`src/rtl/core/sut_pkg.sv`:
```
package sut_pkg;

	// Table geometry. The table is split into equal segments, one per cell.
	localparam int DEPTH     = 4096;
	localparam int KEY_WIDTH = 64;
	localparam int NUM_CELLS = 16;

	localparam int IDX_W     = $clog2(DEPTH);
	localparam int CNT_W     = $clog2(DEPTH + 1);
	localparam int CELL_W    = $clog2(NUM_CELLS);
	localparam int SEG_W     = IDX_W - CELL_W;
	localparam int SEG_DEPTH = DEPTH / NUM_CELLS;

	// Fixed port widths.
	localparam int KEY_W    = 64;
	localparam int POS_W    = 13;
	localparam int RIDX_W   = 12;
	localparam int STATUS_W = 3;

	localparam logic [KEY_W-1:0] KEY_MASK = {KEY_W{1'b1}} >> (KEY_W - KEY_WIDTH);

	localparam logic OP_INSERT = 1'b0;
	localparam logic OP_READ   = 1'b1;

	localparam logic [STATUS_W-1:0] ST_FOUND    = 3'd0;
	localparam logic [STATUS_W-1:0] ST_INSERTED = 3'd1;
	localparam logic [STATUS_W-1:0] ST_FULL     = 3'd2;
	localparam logic [STATUS_W-1:0] ST_READ_OK  = 3'd3;
	localparam logic [STATUS_W-1:0] ST_READ_BAD = 3'd4;

	// Command broadcast from the controller to every cell of the row.
	typedef struct packed {
		logic              rd_all;
		logic              rd_one;
		logic [CELL_W-1:0] rd_cell;
		logic [SEG_W-1:0]  rd_off;
		logic              cap_top;
		logic              wr_valid;
		logic [SEG_W-1:0]  wr_off;
		logic [IDX_W-1:0]  pos;
		logic [CNT_W-1:0]  count;
		logic [KEY_W-1:0]  key;
	} cell_cmd_t;

endpackage

```
`src/rtl/core/sut_ctrl.sv`:
```
// Sequencer: binary search over the cell row, insert sweep, entry reads, and result registers.
module sut_ctrl (
	input  logic                         clk,
	input  logic                         arst_n,
	input  logic                         start,
	output logic                         busy,
	input  logic                         opcode,
	input  logic [sut_pkg::KEY_W-1:0]    key,
	input  logic [sut_pkg::RIDX_W-1:0]   read_index,
	input  logic [sut_pkg::KEY_W-1:0]    cell_rdata [sut_pkg::NUM_CELLS],
	output sut_pkg::cell_cmd_t           cmd,
	output logic                         done,
	output logic [sut_pkg::STATUS_W-1:0] status,
	output logic [sut_pkg::POS_W-1:0]    position,
	output logic [sut_pkg::KEY_W-1:0]    entry_value,
	output logic [sut_pkg::POS_W-1:0]    entry_total
);

	localparam logic [2:0] S_IDLE   = 3'd0;
	localparam logic [2:0] S_SRCH   = 3'd1;
	localparam logic [2:0] S_CMP    = 3'd2;
	localparam logic [2:0] S_TOP    = 3'd3;
	localparam logic [2:0] S_SWEEP  = 3'd4;
	localparam logic [2:0] S_FIN    = 3'd5;
	localparam logic [2:0] S_RDWAIT = 3'd6;

	localparam logic [sut_pkg::SEG_W-1:0] SEG_LAST = sut_pkg::SEG_W'(sut_pkg::SEG_DEPTH - 1);
	localparam logic [sut_pkg::CNT_W-1:0] CNT_FULL = sut_pkg::CNT_W'(sut_pkg::DEPTH);

	logic [2:0]                   state_q;
	logic [sut_pkg::CNT_W-1:0]    count_q;
	logic [sut_pkg::SEG_W-1:0]    sweep_q;
	logic                         done_q;
	logic                         wr_valid_s1;
	logic [sut_pkg::SEG_W-1:0]    wr_off_s1;
	logic [sut_pkg::CNT_W-1:0]    lo_q;
	logic [sut_pkg::CNT_W-1:0]    hi_q;
	logic [sut_pkg::CNT_W-1:0]    mid_q;
	logic [sut_pkg::IDX_W-1:0]    pos_q;
	logic [sut_pkg::KEY_W-1:0]    key_q;
	logic [sut_pkg::CELL_W-1:0]   rsel_q;
	logic [sut_pkg::STATUS_W-1:0] status_q;
	logic [sut_pkg::POS_W-1:0]    position_q;
	logic [sut_pkg::KEY_W-1:0]    value_q;
	logic [sut_pkg::POS_W-1:0]    total_q;

	logic [sut_pkg::CNT_W-1:0]    mid;
	logic [sut_pkg::IDX_W-1:0]    mid_idx;
	logic [sut_pkg::IDX_W-1:0]    ridx;
	logic                         search_go;
	logic                         accept;
	logic                         rd_ok;
	logic [sut_pkg::KEY_W-1:0]    probe;

	always_comb begin
		mid       = lo_q + ((hi_q - lo_q) >> 1);
		mid_idx   = mid[sut_pkg::IDX_W-1:0];
		ridx      = sut_pkg::IDX_W'(read_index);
		search_go = (lo_q < hi_q);
		accept    = start && (state_q == S_IDLE);
		rd_ok     = (sut_pkg::CNT_W'(read_index) < count_q);
		probe     = cell_rdata[rsel_q];
	end

	always_comb begin
		cmd.rd_all   = (state_q == S_TOP) || ((state_q == S_SWEEP) && (sweep_q != '0));
		cmd.rd_one   = ((state_q == S_SRCH) && search_go) ||
			(accept && (opcode == sut_pkg::OP_READ) && rd_ok);
		cmd.cap_top  = (state_q == S_SWEEP) && (sweep_q == SEG_LAST);
		cmd.wr_valid = wr_valid_s1;
		cmd.wr_off   = wr_off_s1;
		cmd.pos      = pos_q;
		cmd.count    = count_q;
		cmd.key      = key_q;
		case (state_q)
			S_SRCH: begin
				cmd.rd_cell = mid_idx[sut_pkg::IDX_W-1 -: sut_pkg::CELL_W];
				cmd.rd_off  = mid_idx[sut_pkg::SEG_W-1:0];
			end
			S_TOP: begin
				cmd.rd_cell = '0;
				cmd.rd_off  = SEG_LAST;
			end
			S_SWEEP: begin
				cmd.rd_cell = '0;
				cmd.rd_off  = sweep_q - 1'b1;
			end
			default: begin
				cmd.rd_cell = ridx[sut_pkg::IDX_W-1 -: sut_pkg::CELL_W];
				cmd.rd_off  = ridx[sut_pkg::SEG_W-1:0];
			end
		endcase
	end

	// Control state.
	always_ff @(posedge clk or negedge arst_n) begin
		if (!arst_n) begin
			state_q     <= S_IDLE;
			count_q     <= '0;
			sweep_q     <= '0;
			done_q      <= 1'b0;
			wr_valid_s1 <= 1'b0;
		end else begin
			done_q      <= 1'b0;
			wr_valid_s1 <= (state_q == S_SWEEP);
			case (state_q)
				S_IDLE: begin
					if (start) begin
						if (opcode == sut_pkg::OP_INSERT) begin
							state_q <= S_SRCH;
						end else if (rd_ok) begin
							state_q <= S_RDWAIT;
						end else begin
							done_q <= 1'b1;
						end
					end
				end
				S_SRCH: begin
					if (search_go) begin
						state_q <= S_CMP;
					end else if (count_q == CNT_FULL) begin
						state_q <= S_IDLE;
						done_q  <= 1'b1;
					end else begin
						state_q <= S_TOP;
					end
				end
				S_CMP: begin
					if (probe == key_q) begin
						state_q <= S_IDLE;
						done_q  <= 1'b1;
					end else begin
						state_q <= S_SRCH;
					end
				end
				S_TOP: begin
					state_q <= S_SWEEP;
					sweep_q <= SEG_LAST;
				end
				S_SWEEP: begin
					sweep_q <= sweep_q - 1'b1;
					if (sweep_q == '0) begin
						state_q <= S_FIN;
					end
				end
				S_FIN: begin
					state_q <= S_IDLE;
					done_q  <= 1'b1;
					count_q <= count_q + 1'b1;
				end
				S_RDWAIT: begin
					state_q <= S_IDLE;
					done_q  <= 1'b1;
				end
				default: begin
					state_q <= S_IDLE;
				end
			endcase
		end
	end

	// Datapath and result registers.
	always_ff @(posedge clk) begin
		wr_off_s1 <= sweep_q;
		if (cmd.rd_one) begin
			rsel_q <= cmd.rd_cell;
		end
		case (state_q)
			S_IDLE: begin
				if (start) begin
					lo_q       <= '0;
					hi_q       <= count_q;
					key_q      <= key & sut_pkg::KEY_MASK;
					position_q <= sut_pkg::POS_W'(read_index);
					status_q   <= sut_pkg::ST_READ_BAD;
					value_q    <= '0;
					total_q    <= sut_pkg::POS_W'(count_q);
				end
			end
			S_SRCH: begin
				mid_q <= mid;
				if (!search_go) begin
					pos_q      <= lo_q[sut_pkg::IDX_W-1:0];
					status_q   <= sut_pkg::ST_FULL;
					position_q <= sut_pkg::POS_W'(lo_q);
					value_q    <= '0;
					total_q    <= sut_pkg::POS_W'(count_q);
				end
			end
			S_CMP: begin
				if (probe == key_q) begin
					status_q   <= sut_pkg::ST_FOUND;
					position_q <= sut_pkg::POS_W'(mid_q);
					value_q    <= key_q;
					total_q    <= sut_pkg::POS_W'(count_q);
				end else if (probe < key_q) begin
					lo_q <= mid_q + 1'b1;
				end else begin
					hi_q <= mid_q;
				end
			end
			S_FIN: begin
				status_q   <= sut_pkg::ST_INSERTED;
				position_q <= sut_pkg::POS_W'(pos_q);
				value_q    <= key_q;
				total_q    <= sut_pkg::POS_W'(count_q + 1'b1);
			end
			S_RDWAIT: begin
				status_q <= sut_pkg::ST_READ_OK;
				value_q  <= probe;
			end
			default: begin
			end
		endcase
	end

	assign busy        = (state_q != S_IDLE);
	assign done        = done_q;
	assign status      = status_q;
	assign position    = position_q;
	assign entry_value = value_q;
	assign entry_total = total_q;

	// A result is only shown once the sequencer is back at rest.
	a_done_idle: assert property (@(posedge clk) disable iff (!arst_n)
		done_q |-> (state_q == S_IDLE))
		else $error("result strobe while sequencer busy");

	// An accepted transaction either starts work or completes at once.
	a_accept_moves: assert property (@(posedge clk) disable iff (!arst_n)
		(start && !busy) |=> (busy || done_q))
		else $error("accepted transaction was lost");

	// A probe is only compared while the search window is not empty.
	a_cmp_window: assert property (@(posedge clk) disable iff (!arst_n)
		(state_q == S_CMP) |-> (lo_q < hi_q))
		else $error("compare with empty search window");

	// An insert result always comes with a count that just grew by one.
	a_insert_count: assert property (@(posedge clk) disable iff (!arst_n)
		(done_q && (status_q == sut_pkg::ST_INSERTED)) |->
		(count_q == sut_pkg::CNT_W'($past(count_q) + 1'b1)))
		else $error("insert result without count increment");

	// The count never passes the table size.
	a_count_bound: assert property (@(posedge clk) disable iff (!arst_n)
		(state_q == S_FIN) |-> (count_q < CNT_FULL))
		else $error("insert sweep into a full table");

endmodule

```
`config.mk`:
```
export PLATFORM = sky130hd
export DESIGN_NAME = sut_ctrl
export DESIGN_NICKNAME = d
export VERILOG_FILES = /design/src/rtl/core/sut_pkg.sv /design/src/rtl/core/sut_ctrl.sv
export SDC_FILE = /design/constraint.sdc
export NUM_CORES = 1
export LEC_CHECK = 0
export BUFFER_PORTS_ARGS = -buffer_cell sky130_fd_sc_hd__buf_2
export CORE_AREA = 5 5 501 503
export DETAILED_ROUTE_END_ITERATION = 12
export DIE_AREA = 0 0 506 508
export SLEW_MARGIN = 20
export SYNTH_ARGS = -nofsm -noshare
export SYNTH_HDL_FRONTEND = slang
export SYNTH_SLANG_ARGS = --single-unit
```
`constraint.sdc`:
```
create_clock -name clk -period 6.6 [get_ports clk]
set_clock_uncertainty 0.15 [all_clocks]
set_input_delay 0.99 -clock clk [delete_from_list [all_inputs] [get_ports clk]]
set_output_delay 0.99 -clock clk [all_outputs]
set_load 0.01 [all_outputs]
```
==> flow_summary.ini, run 1 <==
[worst_setup_path]
critPathCaptureType = flop
critical_path_class = flop to flop
cp.arrival_ps = 6280
ff2ff_setup_slack_ps = 440
critPathMaxFanout = 32
r2r_cells = 12
crit_path_max_incr_delay_ps = 990
crit_chain = buf_12, buf_4, mux4_1, mux4_2, ha_1, nand4_1, nor3_1, a221o_1, nor3_1, o211ai_1, o21bai_1, buf_4
start_kind = flop
r2r_end = lo_q[6]
crit_required_ps = 6720
cpMaxStageDelayCell = nor3_1
r2r_start = rsel_q[0]

[cells_and_area]
finalNonFillerCells = 6086
seqCellArea_sq_um = 7180
drive_gt1_share_pct = 61.5
nNetsFinal = 3982
area_delta_synth_final_pct = 58.3
multi_input_area_sq_um = 12300
fillers = 28000
fin_area_sq_um = 32500

[routing]
dr.pass1.iters = 5
num_vias = 22000
finalWirelength_mm = 215
first_iter_violations = 2292
drtAntennaViolNets = 0
routedWlPerCell_um = 35.3
drc = 0
viasPerCell = 3.61

[logic_synthesis]
netlist_top_cells_area = edfxtp_1, mux4_2, ha_1, mux4_1, dfrtp_1
yosysTopAreaCellShare_pct = 31.0
synthFlopType = edfxtp_1
syn_area_sq_um = 20500
yosys-top-cells-count = mux4_2, edfxtp_1, ha_1, inv_1, nand2_1
synth_nets = 2683
synth_warnings = 0
synth_top_cell_by_area = edfxtp_1
synthDistinctLibCells = 58
syn_inst = 1471
synth_most_common_cell = mux4_2
synthArstFlopShare_pct = 10.6
ys_seq_area_share_pct = 34.9
synth_edf_count = 212
syn_avg_cell_area_sq_um = 14.0
ys_seq_elements = 246

[sta]
max_freq_mhz = 162
rsz0062_at_grt = false
setup_viol = 0
holdWs_ps = 262
tns_ps = 0
worstMarginPinSlew_ps = 1320
hold_viol_final = 0
post-route-period-util_pct = 93.3
layout_min_cycle_time_ps = 6160
drv_slew = 0
relSlewSlack_pct = 11.6

[grt]
grt_max_degree = 65
grt_overflow = 0
grt_antenna_before_repair = 230
grt_pass1_wl_mm = 260
grt.total_usage_pct = 15.8
grt_pass1_vias = 22300

[die]
fp.dieH_um = 508
start_util_pct = 8.37
die-area_sq_um = 257000
rows = 182
die_w_um = 506
ios = 1312
core_sq_um = 245000

[place]
dp_hpwl_mm = 192
gp_congestion = 0.976
io_buffers = 1311
placed_cells = 5950
dpl_cell_area_sq_um = 31100

[clocking]
cts_setup_buffers = 0
cts_max_path_buffers = 3
htree_levels = 2
cts_tree = built
hold_buffers = 0
root_buffer = clkbuf_16
cts_made_buffers = 38
clk_pin_slew_ps = 70
ctsResizeCount = 0
clk_latency_ps = 620
clock-sinks = 246

[power_and_ir_drop]
peakVddDrop_mv = 0.254
p_total_mw = 14.2
p_leak_nw = 13.4
power_density_nw_per_um2 = 438

[status]
status = complete, no violations

[hold_path]
hold_path.class = primary input to asynchronous set/reset pin

[run]
cap_violations = 0
==> final cells by class <==
| class | count | share of cell area (%) |
|---|---|---|
| Clock inverter | 26 | 0.762 |
| Inverter | 108 | 1.25 |
| Sequential cell | 246 | 22.1 |
| Antenna cell | 67 | 0.516 |
| Timing Repair Buffer | 1372 | 22.0 |
| Multi-Input combinational cell | 1004 | 37.9 |
| Clock buffer | 43 | 3.14 |
| Tap cell | 3220 | 12.4 |
==> routing by layer <==
| metal | part of all wire [%] | up-vias | GRT usage, % |
|---|---|---|---|
| li1 | - | 8835 | - |
| met1 | 38 | 11100 | 18.7 |
| met2 | 50 | 1621 | 28.2 |
| met3 | 8.3 | 395 | 4.16 |
| met4 | 3.4 | 84 | 4.15 |
| met5 | 0.24 | - | 0 |
==> critical path, delay by kind of cell (launching register included) <==
kind / cells / cell delay (ps)
flops: 1 / 440
buf+inv: 3 / 1010
compound gates: 3 / 1130
fa+ha+maj: 1 / 350
mux: 2 / 1410
simple gates: 3 / 1200
==> worst max-delay path by stage <==
stage	end	cells after the start	slack [ps]	from
after floorplan	entry_value[0]	10	1030	cell_rdata[187]
after global placement	position[11]	13	170	rsel_q[0]
after detailed placement	position[9]	13	300	rsel_q[0]
after CTS	position[9]	13	240	rsel_q[0]
after global routing	position[2]	13	80	rsel_q[0]
final	lo_q[6]	12	440	rsel_q[0]
==> cell families (layout without fill, tap and decap cells) <==
family / count (synthesis) / count (layout) / synth area share, %
multiplexers: 322 / 322 / 36.1
AO/OA/AOI/OAI: 284 / 284 / 9.30
flip-flops: 246 / 246 / 34.9
AND/OR/NAND/NOR: 235 / 235 / 5.40
buffers and inverters: 221 / 1549 / 5.29
adder cells (fa/ha/maj): 108 / 108 / 6.65
XOR/XNOR: 55 / 55 / 2.34
other: 0 / 67 / 0
==> cell usage in the layout, fill, tap and decap left out, types with 7 or more instances in the layout <==
cell type	netlist	final
nor2_1	42	40
diode_2	0	67
xnor2_1	39	39
nor3_1	16	16
o221ai_1	7	7
nand4_1	18	18
nand2_1	88	87
o22ai_1	28	28
inv_1	106	106
a21o_1	18	18
and3_1	7	7
a21oi_1	61	61
dfxtp_1	8	8
edfxtp_1	212	212
mux4_2	271	271
ha_1	106	106
nor4_1	8	8
o21ai_0	61	60
nand3_1	28	28
a22o_1	68	68
buf_4	11	50
buf_2	2	1311
clkbuf_16	0	39
mux4_1	49	49
dfrtp_1	26	26
xor2_1	16	16
clkinv_2	0	7
buf_12	9	11
==> state kept, by name, summed over array words and instances, names as in the netlist, 12 cells and up <==
signal and flops:
entry_total 13, position 13, hi_q 13, entry_value 64, mid_q 13, count_q 13, pos_q 12, lo_q 13
key_q 64
==> power by group <==
| group | total (mW) | leakage [nW] | internal, mW | switching [mW] |
|---|---|---|---|---|
| Combinational | 8.81 | 10.3 | 3.29 | 5.52 |
| Clock | 2.15 | 0.615 | 1.21 | 0.946 |
| Sequential | 3.27 | 2.43 | 2.67 | 0.604 |
| Total | 14.2 | 13.4 | 7.17 | 7.07 |
==> metrics by stage <==
stage	util (%)	worst slack [ps]
after floorplan	-	1030
after global placement	12.7	171
final	13.2	442
after global routing	13.2	83.4
after CTS	13.2	243
after detailed placement	12.7	302
No activity file was read; power rests on OpenSTA's default activity.
==> run 2: changes to the inputs <==
- CELL_PAD_IN_SITES_DETAIL_PLACEMENT: not set -> 0
- CELL_PAD_IN_SITES_GLOBAL_PLACEMENT: not set -> 1
- CORE_AREA: 5 5 501 503 -> 5 5 514 516
- DIE_AREA: 0 0 506 508 -> 0 0 519 521
- PLACE_DENSITY_LB_ADDON: not set -> 0.1
==> flow_summary.ini, run 2 (synthesis results as in run 1) <==
[sta]
post-route-period-util_pct = 89.6
rsz0062_at_grt = false
tns_ps = 0
setup_viol = 0
layout_min_cycle_time_ps = 5910
drv_slew = 0
max_freq_mhz = 169
worstMarginPinSlew_ps = 1060
relSlewSlack_pct = 29.4
hold_viol_final = 0
holdWs_ps = 269

[worst_setup_path]
start_kind = flop
critPathMaxFanout = 5
cp.arrival_ps = 4770
cpMaxStageDelayCell = edfxtp_1
crit_chain = inv_1, ha_1, nor2b_1, o31a_1, o21a_1, nor2_1, o21bai_1, a21oi_1, xnor2_1, ha_1, a21oi_1, nand2_1, a21oi_1, xnor2_1, a22o_1, buf_2
crit_required_ps = 5460
crit_path_max_incr_delay_ps = 530
critical_path_class = flop to primary output
cp_common_cell = a21oi_1
critPathCaptureType = primary output

[clocking]
cts_max_path_buffers = 3
root_buffer = clkbuf_16
hold_buffers = 0
cts_tree = built
ctsResizeCount = 0
cts_setup_buffers = 0
clock-sinks = 246
htree_levels = 2
clk_pin_slew_ps = 60
cts_made_buffers = 42
clk_latency_ps = 660

[cells_and_area]
multi_input_area_sq_um = 12300
fillers = 29600
seqCellArea_sq_um = 7180
final_cell_mix = buf_2, mux4_2, edfxtp_1, inv_1, ha_1
drive_gt1_share_pct = 61.4
final_common_cell = buf_2
area_delta_synth_final_pct = 60.2
fin_area_sq_um = 32900
finalNonFillerCells = 6264
nNetsFinal = 3992

[grt]
grt_pass1_vias = 22000
grt_antenna_before_repair = 183
grt_pass1_wl_mm = 249
grt_max_degree = 66
grt_overflow = 0
grt.total_usage_pct = 14.1

[die]
die_w_um = 519
core_sq_um = 259000
start_util_pct = 7.94
fp.dieH_um = 521
rows = 187
die-area_sq_um = 270000
ios = 1312

[hold_path]
hold_path.class = primary input to asynchronous set/reset pin

[routing]
drc = 0
routedWlPerCell_um = 31.9
finalWirelength_mm = 200
dr.pass1.iters = 7
first_iter_violations = 1063
viasPerCell = 3.28
num_vias = 20600
drtAntennaViolNets = 0

[power_and_ir_drop]
peakVddDrop_mv = 0.172
p_total_mw = 14.4
p_leak_nw = 13.5
power_density_nw_per_um2 = 437

[place]
dpl_cell_area_sq_um = 31400
dp_hpwl_mm = 178
gp_congestion = 0.820
placed_cells = 6138
io_buffers = 1311

[run]
cap_violations = 0

[status]
status = complete, no violations
[run 2: per-stage QoR]
step | setup WS (ps) | util, %
CTS | 542 | 12.7
floorplan | 1030 | -
global route | 248 | 12.7
global placement | 710 | 12.1
detailed placement | 771 | 12.1
finish | 687 | 12.7
[run 2: routing by layer]
layer | wire length [um] | GRT usage [%] | vias up | share of wire, %
li1 | - | - | 8829 | -
met1 | 73600 | 15.5 | 10200 | 37
met2 | 103000 | 25.7 | 1079 | 52
met3 | 17200 | 5.14 | 338 | 8.6
met4 | 5000 | 3.41 | 114 | 2.5
met5 | 732 | 0 | - | 0.37
[run 2: report_power, final]
group | total (mW) | switching, mW | internal, mW
Clock | 2.32 | 0.979 | 1.35
Sequential | 3.24 | 0.579 | 2.66
Combinational | 8.83 | 5.49 | 3.33
Total | 14.4 | 7.05 | 7.34
[run 2: path summary, 6_finish.rpt]
path	startpoint	to	slack [ps]	cells past startpoint
max in group asynchronous	arst_n	count_q[7]	5520	1
min in group clk	key[58]	key_q[58]	360	1
hold / removal	arst_n	sweep_q[6]	270	1
setup / recovery	lo_q[1]	cmd[107]	690	16
setup reg to reg	rsel_q[0]	lo_q[11]	980	13
hold reg to reg	sweep_q[6]	wr_off_s1[6]	400	0
[run 2: area by class of cell]
type                    instances  area share (%)
diodes                         50           0.380
clock buffers                  55            3.46
clock inverters                21           0.726
inverters                     108            1.23
multi-input cells            1004            37.4
flip-flops and latches        246            21.8
well taps                    3402            12.9
repair buffers               1378            22.0
[run 2: critical path, delay by kind of cell, from the launching register on]
kind / cells / cell delay, ps
buffers and inverters: 2 / 390
XOR/XNOR: 2 / 430
flip-flops: 1 / 530
adder cells (fa/ha/maj): 2 / 700
AND/OR/NAND/NOR: 3 / 390
AO/OA/AOI/OAI: 7 / 1670
==> run 3: changes to the inputs <==
- clock period: 6.6 -> 5.65 ns (I/O delays scaled with it)
==> flow_summary.ini, run 3 (synthesis results as in run 1) <==
[status]
status = complete, no violations

[place]
io_buffers = 1311
dpl_cell_area_sq_um = 31800
gp_congestion = 0.802
dp_hpwl_mm = 181
dp_slack_ps = 249
placed_cells = 6167

[worst_setup_path]
cp.arrival_ps = 4440
crit_chain = inv_1, ha_1, nor2b_1, o21ai_0, nand2b_1, a311oi_1, buf_4, o21bai_1, a21oi_1, xnor2_1, ha_1, nand3_1, a21oi_1, nor3_1, xnor2_1, a22o_2, buf_2
crit_path_max_incr_delay_ps = 390
cpMaxStageDelayCell = edfxtp_1
critical_path_class = flop to primary output
r2r_start = rsel_q[0]
path_delay_family = compound AO/OA/AOI/OAI gates
r2r_cells = 15
r2r_end = lo_q[11]
critPathCaptureType = primary output
ff2ff_setup_slack_ps = 330
critPathBufInv = 3
start_kind = flop
crit_required_ps = 4650
critPathMaxFanout = 5

[cells_and_area]
final_common_cell = buf_2
finalNonFillerCells = 6296
final_cell_mix = buf_2, mux4_2, edfxtp_1, inv_1, ha_1
area_delta_synth_final_pct = 61.9
nNetsFinal = 4023
drive_gt1_share_pct = 62.0
fin_area_sq_um = 33300

[sta]
rsz0062_at_grt = true
hold_viol_final = 0
setup_viol = 0
max_freq_mhz = 184
relSlewSlack_pct = 40.9
layout_min_cycle_time_ps = 5440
drv_slew = 0
fin_ws_ps = 211
post-route-period-util_pct = 96.3
worstMarginPinSlew_ps = 886

[clocking]
root_buffer = clkbuf_16
clk_latency_ps = 640
cts_made_buffers = 41
cts_max_path_buffers = 3
htree_levels = 2
clock-sinks = 246
hold_buffers = 0
clk_pin_slew_ps = 70
cts_tree = built

[routing]
first_iter_violations = 1118
drtAntennaViolNets = 0
finalWirelength_mm = 203
viasPerCell = 3.29
drc = 0
num_vias = 20700
dr.pass1.iters = 4
routedWlPerCell_um = 32.2

[die]
ios = 1312
rows = 187
die_w_um = 519
start_util_pct = 7.94
core_sq_um = 259000
die-area_sq_um = 270000
fp.dieH_um = 521

[grt]
grt_pass1_wl_mm = 252
grt_pass1_vias = 22100
grt_max_degree = 39
grt.total_usage_pct = 14.3
grt_antenna_before_repair = 207
grt_overflow = 0

[power_and_ir_drop]
p_leak_nw = 13.7
power_density_nw_per_um2 = 515
peakVddDrop_mv = 0.229

[run]
cap_violations = 0

[hold_path]
hold_path.class = primary input to asynchronous set/reset pin
-- run 3: cell types whose count changed in the layout (fill, tap and decap cells not counted), sizes merged --
cell      previous run  this run
bufinv               3         1
diode               50        54
inv                109       107
clkbuf              55        53
buf               1378      1410
clkinvlp             2         1
clkinv              15        18
-- run 3: area by class of cell --
class / count / area [sq um]
repair buffers: 1410 / 7660
clock inverters: 19 / 169
diodes: 54 / 135
flip-flops and latches: 246 / 7180
clock buffers: 53 / 1090
multi-input cells: 1004 / 12400
inverters: 108 / 405
fillers: 29600 / 226000
well taps: 3402 / 4260
-- run 3: report_power, final --
| part | switching [mW] | internal, mW |
|---|---|---|
| Sequential | 0.701 | 3.11 |
| Combinational | 6.57 | 4.23 |
| Clock | 1.10 | 1.41 |
-- run 3: stage by stage --
stage,TNS [ps],utilization (%),power [mW],hold WS (ps)
2_1_floorplan,0,-,9.06,195
3_3_place_gp,0,12.3,15.1,390
3_5_place_dp,0,12.3,15.0,383
4_1_cts,0,12.8,17.7,101
5_1_grt,-91.6,12.8,18.4,141
6_report,0,12.9,17.1,135
-- run 3: what timing repair did --
| action | in CTS | in global routing |
|---|---|---|
| setup buffers | 3 | 0 |
| setup endpoints to repair | 6 | 18 |
| resized for setup | 3 | 9 |
-- run 3: layer usage --
layer / wire length [um] / global-route usage (%) / vias up
li1: - / - / 8911
met1: 76200 / 15.9 / 10200
met2: 104000 / 26.0 / 1050
met3: 16500 / 5.14 / 364
met4: 5450 / 3.57 / 122
met5: 750 / 0 / -
-- run 3: worst max path at each step --
stage,from,end,cells past startpoint
after floorplan,rsel_q[1],entry_value[0],12
after global placement,rsel_q[0],lo_q[11],13
after detailed placement,rsel_q[0],lo_q[12],13
after CTS,lo_q[0],cmd[108],15
after global routing,lo_q[1],cmd[109],16
final,lo_q[2],cmd[109],17
